## config.mk

```make
export PLATFORM = sky130hd
export DESIGN_NAME = keyboard_fifo_with_number_entry
export DESIGN_NICKNAME = d
export VERILOG_FILES = /design/src/rtl/kfne_pkg.sv /design/src/rtl/kfne_front.sv /design/src/rtl/kfne_back.sv /design/src/rtl/keyboard_fifo_with_number_entry.sv
export SDC_FILE = /design/constraint.sdc
export NUM_CORES = 1
export LEC_CHECK = 0
export ABC_AREA = 1
export ABC_CLOCK_PERIOD_IN_PS = 12700
export BUFFER_PORTS_ARGS = -buffer_cell sky130_fd_sc_hd__buf_2
export CAP_MARGIN = 20
export CORE_MARGIN = 2
export CORE_UTILIZATION = 45
export DETAILED_ROUTE_END_ITERATION = 6
export PLACE_DENSITY_LB_ADDON = 0.08
export SLEW_MARGIN = 5
export SYNTH_ARGS = -nofsm -noshare
export SYNTH_HDL_FRONTEND = slang
export SYNTH_SLANG_ARGS = --single-unit
```

## constraint.sdc

```tcl
create_clock -name clk -period 12.7 [get_ports clk]
set_clock_uncertainty 0.05 [all_clocks]
set_input_delay 1.27 -clock clk [delete_from_list [all_inputs] [get_ports clk]]
set_output_delay 1.27 -clock clk [all_outputs]
set_load 0.02 [all_outputs]
```

## src/rtl/kfne_pkg.sv

```systemverilog
// Shared types, codes and character helpers for the keyboard FIFO block.
// Used by kfne_front, kfne_back and keyboard_fifo_with_number_entry.
package kfne_pkg;

	localparam logic [1:0] ACT_KEY    = 2'd0;
	localparam logic [1:0] ACT_READ   = 2'd1;
	localparam logic [1:0] ACT_STATUS = 2'd2;

	localparam logic [1:0] KIND_ECHO   = 2'd0;
	localparam logic [1:0] KIND_READ   = 2'd1;
	localparam logic [1:0] KIND_STATUS = 2'd2;

	localparam logic [7:0] CH_ERR   = 8'h45;
	localparam logic [7:0] CH_ONE   = 8'h31;
	localparam logic [7:0] CH_ZERO  = 8'h30;
	localparam logic [7:0] CH_NL    = 8'h0a;
	localparam logic [7:0] CH_QUOTE = 8'h27;
	localparam logic [7:0] CH_PLUS  = 8'h2b;
	localparam logic [7:0] CH_MINUS = 8'h2d;
	localparam logic [7:0] CH_LX    = 8'h78;
	localparam logic [7:0] CH_UX    = 8'h58;
	localparam logic [7:0] BYTE_MAX = 8'hff;

	typedef struct packed {
		logic [1:0] action;
		logic [7:0] key_code;
	} in_t;

	typedef struct packed {
		logic [1:0] kind;
		logic [7:0] data;
		logic       last;
	} out_t;

	typedef enum logic [2:0] {
		OP_RAW_PUSH = 3'd0,
		OP_LINE_KEY = 3'd1,
		OP_NEWLINE  = 3'd2,
		OP_READ     = 3'd3,
		OP_STATUS   = 3'd4
	} op_e;

	typedef struct packed {
		op_e        op;
		logic [7:0] key;
	} cmd_t;

	typedef struct packed {
		logic valid;
		cmd_t cmd;
	} cmd_link_t;

	function automatic logic [6:0] digit_value(input logic [7:0] c);
		logic [6:0] r;
		r = 7'd99;
		if (c >= 8'h30 && c <= 8'h39) r = 7'(c - 8'h30);
		else if (c >= 8'h61 && c <= 8'h7a) r = 7'(c - 8'h61) + 7'd10;
		else if (c >= 8'h41 && c <= 8'h5a) r = 7'(c - 8'h41) + 7'd10;
		return r;
	endfunction

	function automatic logic is_space(input logic [7:0] c);
		return (c == 8'h20) || (c >= 8'h09 && c <= 8'h0d);
	endfunction

endpackage

```

## src/rtl/kfne_front.sv

```systemverilog
// Front end: accepts input beats, classifies them into commands, and holds
// them in a two-entry queue for the back end. Depends on kfne_pkg.
module kfne_front (
	input  logic                clk,
	input  logic                arst_n,
	input  logic                push,
	output logic                full,
	input  kfne_pkg::in_t       item,
	input  logic                mode,
	output kfne_pkg::cmd_link_t cmd,
	input  logic                cmd_pop
);

	kfne_pkg::cmd_t q_q [2];
	logic [1:0]     cnt_q;
	logic           rd_q;
	logic           wr_q;
	logic           keep;
	kfne_pkg::cmd_t c;

	always_comb begin
		keep = 1'b1;
		c.key = item.key_code;
		c.op = kfne_pkg::OP_STATUS;
		case (item.action)
			kfne_pkg::ACT_KEY: begin
				if (!mode) c.op = kfne_pkg::OP_RAW_PUSH;
				else if (item.key_code == kfne_pkg::CH_NL) c.op = kfne_pkg::OP_NEWLINE;
				else c.op = kfne_pkg::OP_LINE_KEY;
			end
			kfne_pkg::ACT_READ: c.op = kfne_pkg::OP_READ;
			kfne_pkg::ACT_STATUS: c.op = kfne_pkg::OP_STATUS;
			default: keep = 1'b0;
		endcase
	end

	logic do_push;
	logic do_pop;
	assign full = (cnt_q == 2'd2);
	assign do_push = push && !full && keep;
	assign do_pop = cmd_pop && (cnt_q != 2'd0);
	assign cmd.valid = (cnt_q != 2'd0);
	assign cmd.cmd = q_q[rd_q];

	always_ff @(posedge clk or negedge arst_n) begin
		if (!arst_n) begin
			cnt_q <= 2'd0;
			rd_q <= 1'b0;
			wr_q <= 1'b0;
		end else begin
			if (do_push) wr_q <= ~wr_q;
			if (do_pop) rd_q <= ~rd_q;
			cnt_q <= 2'(cnt_q + {1'b0, do_push} - {1'b0, do_pop});
		end
	end

	always_ff @(posedge clk) begin
		if (do_push) q_q[wr_q] <= c;
	end

	assert property (@(posedge clk) disable iff (!arst_n) cnt_q <= 2'd2)
		else $error("command queue overflow");
	assert property (@(posedge clk) disable iff (!arst_n)
		(cnt_q == 2'd0 && !do_push) |=> (cnt_q == 2'd0))
		else $error("command appeared without a push");
	assert property (@(posedge clk) disable iff (!arst_n)
		(do_pop && !do_push) |=> (cnt_q == 2'($past(cnt_q) - 2'd1)))
		else $error("pop did not drain the queue");

endmodule

```

## src/rtl/kfne_back.sv

```systemverilog
// Back end: byte FIFO, line store, line parser sequencer and result queue.
// Depends on kfne_pkg.
module kfne_back #(
	parameter int FIFO_DEPTH = 16,
	parameter int LINE_LEN = 32
) (
	input  logic                clk,
	input  logic                arst_n,
	input  kfne_pkg::cmd_link_t cmd,
	output logic                cmd_pop,
	output logic                empty,
	input  logic                pop,
	output kfne_pkg::out_t      result
);

	localparam int FW = (FIFO_DEPTH > 1) ? $clog2(FIFO_DEPTH) : 1;
	localparam int LA = (LINE_LEN > 1) ? $clog2(LINE_LEN) : 1;
	localparam int LW = $clog2(LINE_LEN + 1);

	typedef enum logic [5:0] {
		ST_IDLE = 6'b000001,
		ST_READ = 6'b000010,
		ST_PRD  = 6'b000100,
		ST_PCH  = 6'b001000,
		ST_PFIN = 6'b010000,
		ST_NL   = 6'b100000
	} st_t;

	typedef enum logic [5:0] {
		P_WS    = 6'b000001,
		P_START = 6'b000010,
		P_ZERO  = 6'b000100,
		P_ZX    = 6'b001000,
		P_DIG   = 6'b010000,
		P_STOP  = 6'b100000
	} pst_t;

	st_t            state_q;
	pst_t           pst_q;
	logic [7:0]     fifo_mem [FIFO_DEPTH];
	logic [7:0]     line_mem [LINE_LEN];
	logic [FW-1:0]  head_q;
	logic [FW-1:0]  tail_q;
	logic [7:0]     fifo_rd_q;
	logic [7:0]     line_rd_q;
	logic [LW-1:0]  len_q;
	logic [LW-1:0]  idx_q;
	logic [7:0]     c0_q, c1_q, c2_q, binv_q;
	logic           bin_q, neg_q;
	logic [4:0]     base_q;
	logic [8:0]     v_q;
	kfne_pkg::out_t oq_q [4];
	logic [1:0]     oq_rd_q, oq_wr_q;
	logic [2:0]     oq_cnt_q;

	logic [FW-1:0] head_nx, tail_nx;
	logic          fifo_ne, fifo_full;
	assign head_nx = (head_q == FW'(FIFO_DEPTH - 1)) ? '0 : FW'(head_q + 1'b1);
	assign tail_nx = (tail_q == FW'(FIFO_DEPTH - 1)) ? '0 : FW'(tail_q + 1'b1);
	assign fifo_ne = (head_q != tail_q);
	assign fifo_full = (head_nx == tail_q);

	// Per-character parse step.
	logic [7:0]  ch;
	logic [6:0]  dv;
	pst_t        pst_nx;
	logic [4:0]  base_nx;
	logic [8:0]  v_nx;
	logic        neg_nx, dig;
	logic [13:0] prod;
	assign ch = line_rd_q;
	assign dv = kfne_pkg::digit_value(ch);

	always_comb begin
		pst_nx = pst_q;
		base_nx = base_q;
		neg_nx = neg_q;
		dig = 1'b0;
		case (pst_q)
			P_WS: begin
				if (kfne_pkg::is_space(ch)) pst_nx = P_WS;
				else if (ch == kfne_pkg::CH_PLUS || ch == kfne_pkg::CH_MINUS) begin
					neg_nx = (ch == kfne_pkg::CH_MINUS);
					pst_nx = P_START;
				end else if (ch == kfne_pkg::CH_ZERO) pst_nx = P_ZERO;
				else begin
					base_nx = 5'd10;
					dig = 1'b1;
				end
			end
			P_START: begin
				if (ch == kfne_pkg::CH_ZERO) pst_nx = P_ZERO;
				else begin
					base_nx = 5'd10;
					dig = 1'b1;
				end
			end
			P_ZERO: begin
				if (ch == kfne_pkg::CH_LX || ch == kfne_pkg::CH_UX) pst_nx = P_ZX;
				else begin
					base_nx = 5'd8;
					dig = 1'b1;
				end
			end
			P_ZX: begin
				if (dv < 7'd16) begin
					base_nx = 5'd16;
					dig = 1'b1;
				end else pst_nx = P_STOP;
			end
			P_DIG: dig = 1'b1;
			P_STOP: pst_nx = P_STOP;
			default: pst_nx = P_STOP;
		endcase
		prod = 14'({5'd0, v_q} * {9'd0, base_nx}) + 14'(dv);
		v_nx = v_q;
		if (dig) begin
			if ({2'b00, dv} >= {4'b0000, base_nx}) pst_nx = P_STOP;
			else begin
				pst_nx = P_DIG;
				v_nx = (prod > 14'd255) ? 9'd256 : 9'(prod);
			end
		end
	end

	// Final line value.
	logic       pv_ok;
	logic [7:0] pv;
	always_comb begin
		if (idx_q == LW'(3) && c0_q == kfne_pkg::CH_QUOTE && c2_q == kfne_pkg::CH_QUOTE) begin
			pv_ok = 1'b1;
			pv = c1_q;
		end else if (idx_q == LW'(8) && bin_q) begin
			pv_ok = 1'b1;
			pv = binv_q;
		end else begin
			pv_ok = (v_q <= 9'd255) && !(neg_q && v_q != 9'd0);
			pv = v_q[7:0];
		end
	end

	logic           oq_room;
	logic           enq;
	kfne_pkg::out_t enq_d;
	logic           deq;
	logic           fifo_we;
	logic [7:0]     fifo_wd;
	assign oq_room = (oq_cnt_q <= 3'd2);
	assign deq = pop && !empty;
	assign empty = (oq_cnt_q == 3'd0);
	assign result = oq_q[oq_rd_q];

	always_comb begin
		cmd_pop = 1'b0;
		enq = 1'b0;
		enq_d = '{kind: kfne_pkg::KIND_ECHO, data: cmd.cmd.key, last: 1'b1};
		fifo_we = 1'b0;
		fifo_wd = cmd.cmd.key;
		case (state_q)
			ST_IDLE: begin
				if (cmd.valid && oq_room) begin
					cmd_pop = 1'b1;
					case (cmd.cmd.op)
						kfne_pkg::OP_RAW_PUSH: fifo_we = !fifo_full;
						kfne_pkg::OP_LINE_KEY: enq = 1'b1;
						kfne_pkg::OP_STATUS: begin
							enq = 1'b1;
							enq_d.kind = kfne_pkg::KIND_STATUS;
							enq_d.data = {7'd0, fifo_ne};
						end
						default: ;
					endcase
				end
			end
			ST_READ: begin
				enq = 1'b1;
				enq_d.kind = kfne_pkg::KIND_READ;
				enq_d.data = fifo_ne ? fifo_rd_q : 8'd0;
			end
			ST_PFIN: begin
				if (pv_ok) begin
					fifo_we = !fifo_full;
					fifo_wd = pv;
					enq = 1'b1;
					enq_d.data = kfne_pkg::CH_NL;
				end else begin
					enq = 1'b1;
					enq_d.data = kfne_pkg::CH_ERR;
					enq_d.last = 1'b0;
				end
			end
			ST_NL: begin
				enq = 1'b1;
				enq_d.data = kfne_pkg::CH_NL;
			end
			default: ;
		endcase
	end

	always_ff @(posedge clk or negedge arst_n) begin
		if (!arst_n) begin
			state_q <= ST_IDLE;
			pst_q <= P_WS;
			head_q <= '0;
			tail_q <= '0;
			len_q <= '0;
			idx_q <= '0;
			oq_rd_q <= '0;
			oq_wr_q <= '0;
			oq_cnt_q <= '0;
			c0_q <= '0;
			c1_q <= '0;
			c2_q <= '0;
			binv_q <= '0;
			bin_q <= 1'b0;
			neg_q <= 1'b0;
			base_q <= 5'd10;
			v_q <= '0;
		end else begin
			if (fifo_we) head_q <= head_nx;
			if (enq) oq_wr_q <= oq_wr_q + 2'd1;
			if (deq) oq_rd_q <= oq_rd_q + 2'd1;
			oq_cnt_q <= 3'(oq_cnt_q + {2'b00, enq} - {2'b00, deq});
			case (state_q)
				ST_IDLE: begin
					if (cmd_pop) begin
						case (cmd.cmd.op)
							kfne_pkg::OP_LINE_KEY: begin
								if (len_q < LW'(LINE_LEN)) len_q <= LW'(len_q + 1'b1);
							end
							kfne_pkg::OP_READ: state_q <= ST_READ;
							kfne_pkg::OP_NEWLINE: begin
								state_q <= ST_PRD;
								pst_q <= P_WS;
								idx_q <= '0;
								bin_q <= 1'b1;
								neg_q <= 1'b0;
								base_q <= 5'd10;
								v_q <= '0;
							end
							default: ;
						endcase
					end
				end
				ST_READ: begin
					if (fifo_ne) tail_q <= tail_nx;
					state_q <= ST_IDLE;
				end
				ST_PRD: begin
					if (idx_q == len_q) state_q <= ST_PFIN;
					else state_q <= ST_PCH;
				end
				ST_PCH: begin
					if (ch == 8'd0) state_q <= ST_PFIN;
					else begin
						if (idx_q == LW'(0)) c0_q <= ch;
						if (idx_q == LW'(1)) c1_q <= ch;
						if (idx_q == LW'(2)) c2_q <= ch;
						if (idx_q < LW'(8)) begin
							if (ch != kfne_pkg::CH_ZERO && ch != kfne_pkg::CH_ONE) bin_q <= 1'b0;
							binv_q <= {binv_q[6:0], ch == kfne_pkg::CH_ONE};
						end
						pst_q <= pst_nx;
						base_q <= base_nx;
						neg_q <= neg_nx;
						v_q <= v_nx;
						idx_q <= LW'(idx_q + 1'b1);
						state_q <= ST_PRD;
					end
				end
				ST_PFIN: begin
					len_q <= '0;
					state_q <= pv_ok ? ST_IDLE : ST_NL;
				end
				ST_NL: state_q <= ST_IDLE;
				default: state_q <= ST_IDLE;
			endcase
		end
	end

	logic line_we;
	assign line_we = cmd_pop && (cmd.cmd.op == kfne_pkg::OP_LINE_KEY) && (len_q < LW'(LINE_LEN));

	always_ff @(posedge clk) begin
		if (fifo_we) fifo_mem[head_q] <= fifo_wd;
		fifo_rd_q <= fifo_mem[tail_q];
		if (line_we) line_mem[len_q[LA-1:0]] <= cmd.cmd.key;
		line_rd_q <= line_mem[idx_q[LA-1:0]];
		if (enq) oq_q[oq_wr_q] <= enq_d;
	end

	assert property (@(posedge clk) disable iff (!arst_n) oq_cnt_q <= 3'd4)
		else $error("result queue overflow");
	assert property (@(posedge clk) disable iff (!arst_n) len_q <= LW'(LINE_LEN))
		else $error("line length beyond store");
	assert property (@(posedge clk) disable iff (!arst_n)
		(state_q == ST_PCH) |-> ($past(state_q) == ST_PRD))
		else $error("character step without a read");
	assert property (@(posedge clk) disable iff (!arst_n)
		cmd_pop |-> (state_q == ST_IDLE && oq_room))
		else $error("command taken while busy");

endmodule

```

## src/rtl/keyboard_fifo_with_number_entry.sv

```systemverilog
// Top level of the keyboard port with byte FIFO and number entry.
// Depends on kfne_pkg, kfne_front and kfne_back.
//
//   channel  | handshake          | payload
//   input    | push / full        | item   (kfne_pkg::in_t)
//   result   | pop / empty        | result (kfne_pkg::out_t)
//   config   | mode_we            | mode_data (number mode)
//
// A key or status beat is handled in the back end's idle state; a read then
// passes ST_READ, which queues the registered FIFO byte (or 0 if empty).
// A newline in number mode walks the line store with a read state (ST_PRD)
// and a parse step (ST_PCH) per character, since line reads are registered.
// Reset is asynchronous and needs no clearing pass; the stores are unread
// until written. Up to two commands queue between front and back, and four
// results queue at the output, so either side may stall on its own.
module keyboard_fifo_with_number_entry #(
	parameter int FIFO_DEPTH = 16,
	parameter int LINE_LEN = 32
) (
	input  logic           clk,
	input  logic           arst_n,
	input  logic           push,
	output logic           full,
	input  kfne_pkg::in_t  item,
	output logic           empty,
	input  logic           pop,
	output kfne_pkg::out_t result,
	input  logic           mode_we,
	input  logic           mode_data
);

	logic                mode_q;
	kfne_pkg::cmd_link_t cmd;
	logic                cmd_pop;

	always_ff @(posedge clk or negedge arst_n) begin
		if (!arst_n) begin
			mode_q <= 1'b0;
		end else if (mode_we) begin
			mode_q <= mode_data;
		end
	end

	kfne_front u_front (
		.clk     (clk),
		.arst_n  (arst_n),
		.push    (push),
		.full    (full),
		.item    (item),
		.mode    (mode_q),
		.cmd     (cmd),
		.cmd_pop (cmd_pop)
	);

	kfne_back #(
		.FIFO_DEPTH (FIFO_DEPTH),
		.LINE_LEN   (LINE_LEN)
	) u_back (
		.clk     (clk),
		.arst_n  (arst_n),
		.cmd     (cmd),
		.cmd_pop (cmd_pop),
		.empty   (empty),
		.pop     (pop),
		.result  (result)
	);

endmodule
```

# Word level (Yosys, flattened, before mapping)
# Memories as Yosys holds them, arrays and structs flattened. A register that Yosys moved wholly into a read port is not among the register bits.
# Cells that the tools add are included.
# word_totals
in_bits	16
elab_cells	265
n_memories	4
register_bits	92
output_inout_bits	13
mem_bits_rw	450
# op_classes
mux	102
eq_ne	55
magnitude_cmp	15
n_bitwise	3
n_addsub	16
reduce_logical	48
multipliers	1
# memory_table
memory	depth	word_bits	rd	rd_ports_with_merged_regs	wr	line	source
u_back.line_mem	32	8	1	1	1	kfne_back.sv:41	logic [7:0] line_mem [LINE_LEN];
u_back.fifo_mem	16	8	1	1	1	kfne_back.sv:40	logic [7:0] fifo_mem [FIFO_DEPTH];
u_back.oq_q	4	11	1	0	1	kfne_back.sv:52	kfne_pkg::out_t oq_q [4];
u_front.q_q	2	11	1	0	1	kfne_front.sv:14	kfne_pkg::cmd_t q_q [2];
# ops
op	count
two-way mux 6 bit	18
equality test 8 x 6 -> 1 bit (second input constant)	7
two-way mux 9 bit	6
two-way mux 5 bit	10
case mux 6 bit (2 select lines)	4
two-way mux 8 bit	5
two-way mux 1 bit	36
case mux 8 bit (4 select lines)	1
case mux 6 bit (5 select lines)	1
two-way mux 7 bit	4
equality test 6 x 2 -> 1 bit (second input constant)	4
case mux 6 bit (4 select lines)	1
two-way mux 10 bit	2
case mux 5 bit (4 select lines)	1
equality test 6 x 1 -> 1 bit (second input constant)	3
equality test 6 x 4 -> 1 bit (second input constant)	3
case mux 9 bit (2 select lines)	1
logical AND 1 bit	17
equality test 8 x 7 -> 1 bit (second input constant)	2
greater-or-equal comparator 8 x 7 -> 1 bit (second input constant)	2
<= comparator 8 x 7 -> 1 bit (second input constant)	2
inequality test 8 x 6 -> 1 bit (second input constant)	2
adder 14 x 7 -> 14 bit	1
adder 7 x 4 -> 7 bit (second input constant)	2
64 further kinds	105

# Longest topological paths before layout
# logic_depth
depth_word	16
ltp_mapped	38

# By module
# Synthesis repeated with hierarchy kept, for this count alone.
# unflattened
cells_unflattened	2326
area_unflattened_um2	25394.4
# by_module_without_submodules
mod	instances	area_per_inst_um2	seq_area_each_um2	cells_per_inst
kfne_back	1	24227.0	15354.7	2213
kfne_front	1	1127.3	760.7	108
keyboard_fifo_with_number_entry	1	40.0	25.0	5

# Worst setup path after synthesis
# No wires, ideal clock.
# synth_timing
path_kind	register to register
startpoint	register u_back.line_rd_q[0], in the netlist u_back.ch[0], read port of u_back.line_mem
endpoint	register u_back.v_q[0]
path_buffers	0
t_arrival_ps	5084
synth_period_minus_slack_ps	5200
path_stages_with_launch	35
path_slack_ps	7500
path_cell_list	dfxtp_1 inv_1 ha_1 inv_1 o21ai_0 o21ai_2 nand2_2 inv_2 nand3_2 nand3_2 nand3_1 nand2_1 nand2_1 nand2_2 nand2_2 inv_4 nor2_2 fa_1 fa_1 inv_1 fa_1 inv_1 ha_1 inv_1 nor3_1 nand2_1 nand3_1 nand3_1 nand3_1 nand2_1 nor2_1 nand2_1 nor2_1 nand4_1 nand2_1
# synth_between
elab_chain_cells	16
word_cells_on_any_way	56
cone_classes	add/sub (6); mul (1); order compare (11); eq/ne (9); mux (20); reduce/logical (9)
# synth_lines
item	line	source
from (decl)	kfne_back.sv:45	logic [7:0] line_rd_q;
subtractor 7 bit, or another cell as far along	kfne_pkg.sv:58	else if (c >= 8'h41 && c <= 8'h5a) r = 7'(c - 8'h41) + 7'd10;
adder 7 x 4 -> 7 bit or logical AND 1 bit (tied branches)	kfne_pkg.sv:58	
two-way mux 7 bit	kfne_pkg.sv:58	
two-way mux 7 bit	kfne_pkg.sv:57	else if (c >= 8'h61 && c <= 8'h7a) r = 7'(c - 8'h61) + 7'd10;
two-way mux 7 bit	kfne_pkg.sv:56	if (c >= 8'h30 && c <= 8'h39) r = 7'(c - 8'h30);
less-than comparator 7 x 5 -> 1 bit	kfne_back.sv:106	if (dv < 7'd16) begin
two-way mux 5 bit	kfne_back.sv:106	
case mux 5 bit (4 select lines)	kfne_back.sv:79	case (pst_q)
multiplier 9 x 5 -> 14 bit	kfne_back.sv:115	prod = 14'({5'd0, v_q} * {9'd0, base_nx}) + 14'(dv);
adder 14 x 7 -> 14 bit	kfne_back.sv:115	
> comparator 14 x 8 -> 1 bit	kfne_back.sv:121	v_nx = (prod > 14'd255) ? 9'd256 : 9'(prod);
two-way mux 9 bit	kfne_back.sv:121	
two-way mux 9 bit	kfne_back.sv:118	if ({2'b00, dv} >= {4'b0000, base_nx}) pst_nx = P_STOP;
two-way mux 9 bit	kfne_back.sv:117	if (dig) begin
two-way mux 9 bit	kfne_back.sv:254	if (ch == 8'd0) state_q <= ST_PFIN;
case mux 9 bit (2 select lines)	kfne_back.sv:224	case (state_q)
to (signal assigned)	kfne_back.sv:266	v_q <= v_nx;
to (decl)	kfne_back.sv:51	logic [8:0] v_q;
# Several ways; a longest one is shown, not always the timed one. The select of a mux whose other input is x is not followed.
# A chain may end at the register's enable or synchronous reset.

# Worst setup path in the final report
# layout_timing
startpoint	register u_back.line_rd_q[0], in the netlist u_back.ch[0], read port of u_back.line_mem
endpoint	register u_back.v_q[1]
# The elaborated chain is that of the path after synthesis.

==> results.ini <==
[logic_synthesis]
syn-mean-instance-area_um2 = 10.8
synth_seq_area_share_pct = 62.9
yosysWarnings = 0
synth_ff_type = edfxtp_1
ys_ff_latch = 558
synth_area_mm2 = 0.0257
synth-async-reset-ratio_pct = 16.5
synth-edff-count = 450
synthDistinctLibCells = 63
synth_nets = 2475
ys_top_cells_by_area = edfxtp_1, dfrtp_1, nand2_1
synth_cells = 2370
synth_top_area_share_pct = 52.6
synth_top_cell_by_area = edfxtp_1

[floorplan]
core_area_mm2 = 0.0564
die_x_um = 243
start_util_pct = 45.5
die_y_um = 243
fp-row-count = 87
pin_count = 29
die-area_mm2 = 0.0590

[clock_network]
cts_buffer_depth = 3
cts_max_level = 2
postCtsSetupBuffers = 0
cts_tree = built
root_buffer = clkbuf_16
clk_pin_slew_worst_paths_ns = 0.06
hold_buffers = 0
cts_buffers = 59
insertion_delay_ns = 0.65
ctsResizeCount = 0
cts.sinks = 558

[place]
place_congestion = 0.875
port-buffer-count = 28
dp.final_hpwl_um = 41900

[pwr]
p_leak_uw = 0.0108
p_per_area_mw_per_mm2 = 195
ir_drop_mv = 0.125

[worst_setup_path]
crit_arrival_ns = 6.55
crit_type = reg -> reg
startpoint_type = flip-flop
r2r_cells = 34
reg2reg_slack_ns = 6.63
cpMostUsedCell = nand2_1
cp_max_fo = 9
critPathRequiredTime_ns = 13.18
r2r_start = u_back.ch[0]
setup.worst_path.end_class = flip-flop
r2r_end = u_back.v_q[1]
crit_slowest_cell = fa_1
slowest_delay_ns = 0.56

[detailed_routing]
post-route-drc-count = 0
drtAntennaViolNets = 0
drt-vias-per-instance = 5.47
routed-via-count = 17511
post_drt_wl_per_cell_um = 20.3
wl_um = 65100
first_pass_iters = 5
drt_iter0_markers = 1553

[grt]
grt_start_max_net_pins = 95
grt.overflow.total = 0
track_usage_pct = 22.2
antenna_found_initial = 0
grt_pass1_vias = 17223
grt_pass1_wl_um = 102000

[finish]
fin_nets = 2498
diodes = 0
final_common_cell = edfxtp_1
synthToLayoutAreaGrowth_pct = 11.1
final_util_pct = 50.6
layout_common_cells = edfxtp_1, nand2_1, nor2_1
drive_gt1_share_pct = 9.66

[sta]
worst_slew_pin_slew_ns = 1.03
slew_headroom_pct = 31.5
hold_viol = 0
finalMaxSlewViolations = 0
period_share_pct = 47.8
finalSetupTns_ns = 0
grt_setup_unrepaired = false
setup_viol = 0
period_needed_ns = 6.07
fmaxAchievable_mhz = 165

[worst_hold_path]
min-delay-start = u_back.pst_q[0]
hold_class = reg -> reg
hold_depth = 2
holdPathEnd = u_back.pst_q[0]

[job]
cap_violations = 0

[status]
status = complete, no violations

## worst max path at each step
stage,slack (ns),startpoint,cells after the start,end
floorplan,7.50,u_back.ch[0],34,u_back.v_q[0]
global placement,6.75,u_back.ch[0],32,u_back.v_q[2]
detailed placement,6.72,u_back.ch[0],34,u_back.v_q[1]
CTS,6.68,u_back.ch[0],34,u_back.v_q[1]
global route,6.11,u_back.ch[0],29,u_back.v_q[0]
finish,6.63,u_back.ch[0],34,u_back.v_q[1]
## power breakdown
part           leakage, uW  switching [uW]  internal, uW
Clock             0.000925             719           971
Sequential         0.00544             128          2280
Combinational      0.00447            1070           398
## sequential cells by signal (all words and copies together) (netlist names), 8 cells and up
register,flops
u_back.line_mem,256
u_front.q_q,22
u_back.oq_q,44
u_back.fifo_mem,128
u_back.ch,8
u_back.c2_q,8
u_back.c1_q,8
u_back.binv_q,8
u_back.v_q,9
u_back.fifo_rd_q,8
u_back.c0_q,8
## per-stage QoR
stage	cell area [um^2]	worst slack (ns)	std cells	total power, uW	hold slack, ns
floorplan	25700	7.50	2370	3370	0.393
global placement	26600	6.75	3085	3900	0.425
detailed placement	26600	6.72	3085	3920	0.433
CTS	28500	6.68	3197	5600	0.443
global route	28500	6.11	3200	5870	0.473
finish	28500	6.63	3200	5570	0.442
## final cells by class
class / count / area, um^2
clock buffers: 82 / 1610
fillers: 5177 / 27900
repair buffers: 60 / 383
inverters: 207 / 786
flip-flops and latches: 558 / 16100
multi-input cells: 1507 / 8360
well taps: 756 / 946
clock inverters: 30 / 298
## cell families after synthesis
logic type / count (synthesis) / share of synthesized area (%)
multiplexers: 5 / 0.195
flip-flops: 558 / 62.9
AO/OA/AOI/OAI: 506 / 11.2
adder cells (fa/ha/maj): 89 / 5.19
XOR/XNOR: 24 / 0.819
AND/OR/NAND/NOR: 883 / 15.1
buffers and inverters: 305 / 4.58
## Yosys cell counts (4+ instances only)
| cell | instances |
|---|---|
| nand4_1 | 38 |
| nor3_1 | 13 |
| buf_1 | 6 |
| dfrtp_1 | 88 |
| nand2_1 | 348 |
| a211oi_1 | 9 |
| inv_2 | 19 |
| nand3_2 | 6 |
| inv_1 | 183 |
| nor2_2 | 16 |
| ha_1 | 60 |
| nor2_1 | 338 |
| xnor2_1 | 6 |
| mux2i_1 | 5 |
| nand3_1 | 75 |
| nor4_1 | 7 |
| fa_1 | 29 |
| clkbuf_1 | 79 |
| o21a_1 | 4 |
| o21ai_0 | 239 |
| o221ai_1 | 4 |
| a31oi_1 | 4 |
| o22ai_1 | 89 |
| nand2_2 | 15 |
| a22o_1 | 9 |
| xor2_1 | 18 |
| o21ai_1 | 41 |
| buf_2 | 10 |
| edfxtp_1 | 450 |
| a22oi_1 | 4 |
| dfxtp_1 | 16 |
| nor3_2 | 4 |
| dfstp_2 | 4 |
| a21oi_1 | 63 |
| a221oi_1 | 18 |
## metal layers
| layer | GRT usage, % | vias up | share of wire [%] |
|---|---|---|---|
| met5 | 0 | - | 0 |
| met4 | 6.86 | 0 | 2.6 |
| met3 | 3.32 | 108 | 5.7 |
| met2 | 34.9 | 503 | 46 |
| met1 | 32.0 | 8555 | 46 |
| li1 | - | 8345 | - |
## worst max-delay path: cells and delay by family (launching register included)
kind | cells | cell delay (ns)
flops | 1 | 0.45
fa+ha+maj | 5 | 2.20
buf+inv | 7 | 0.73
simple gates | 20 | 2.23
compound gates | 2 | 0.28
No activity file was read; power rests on OpenSTA's default activity.
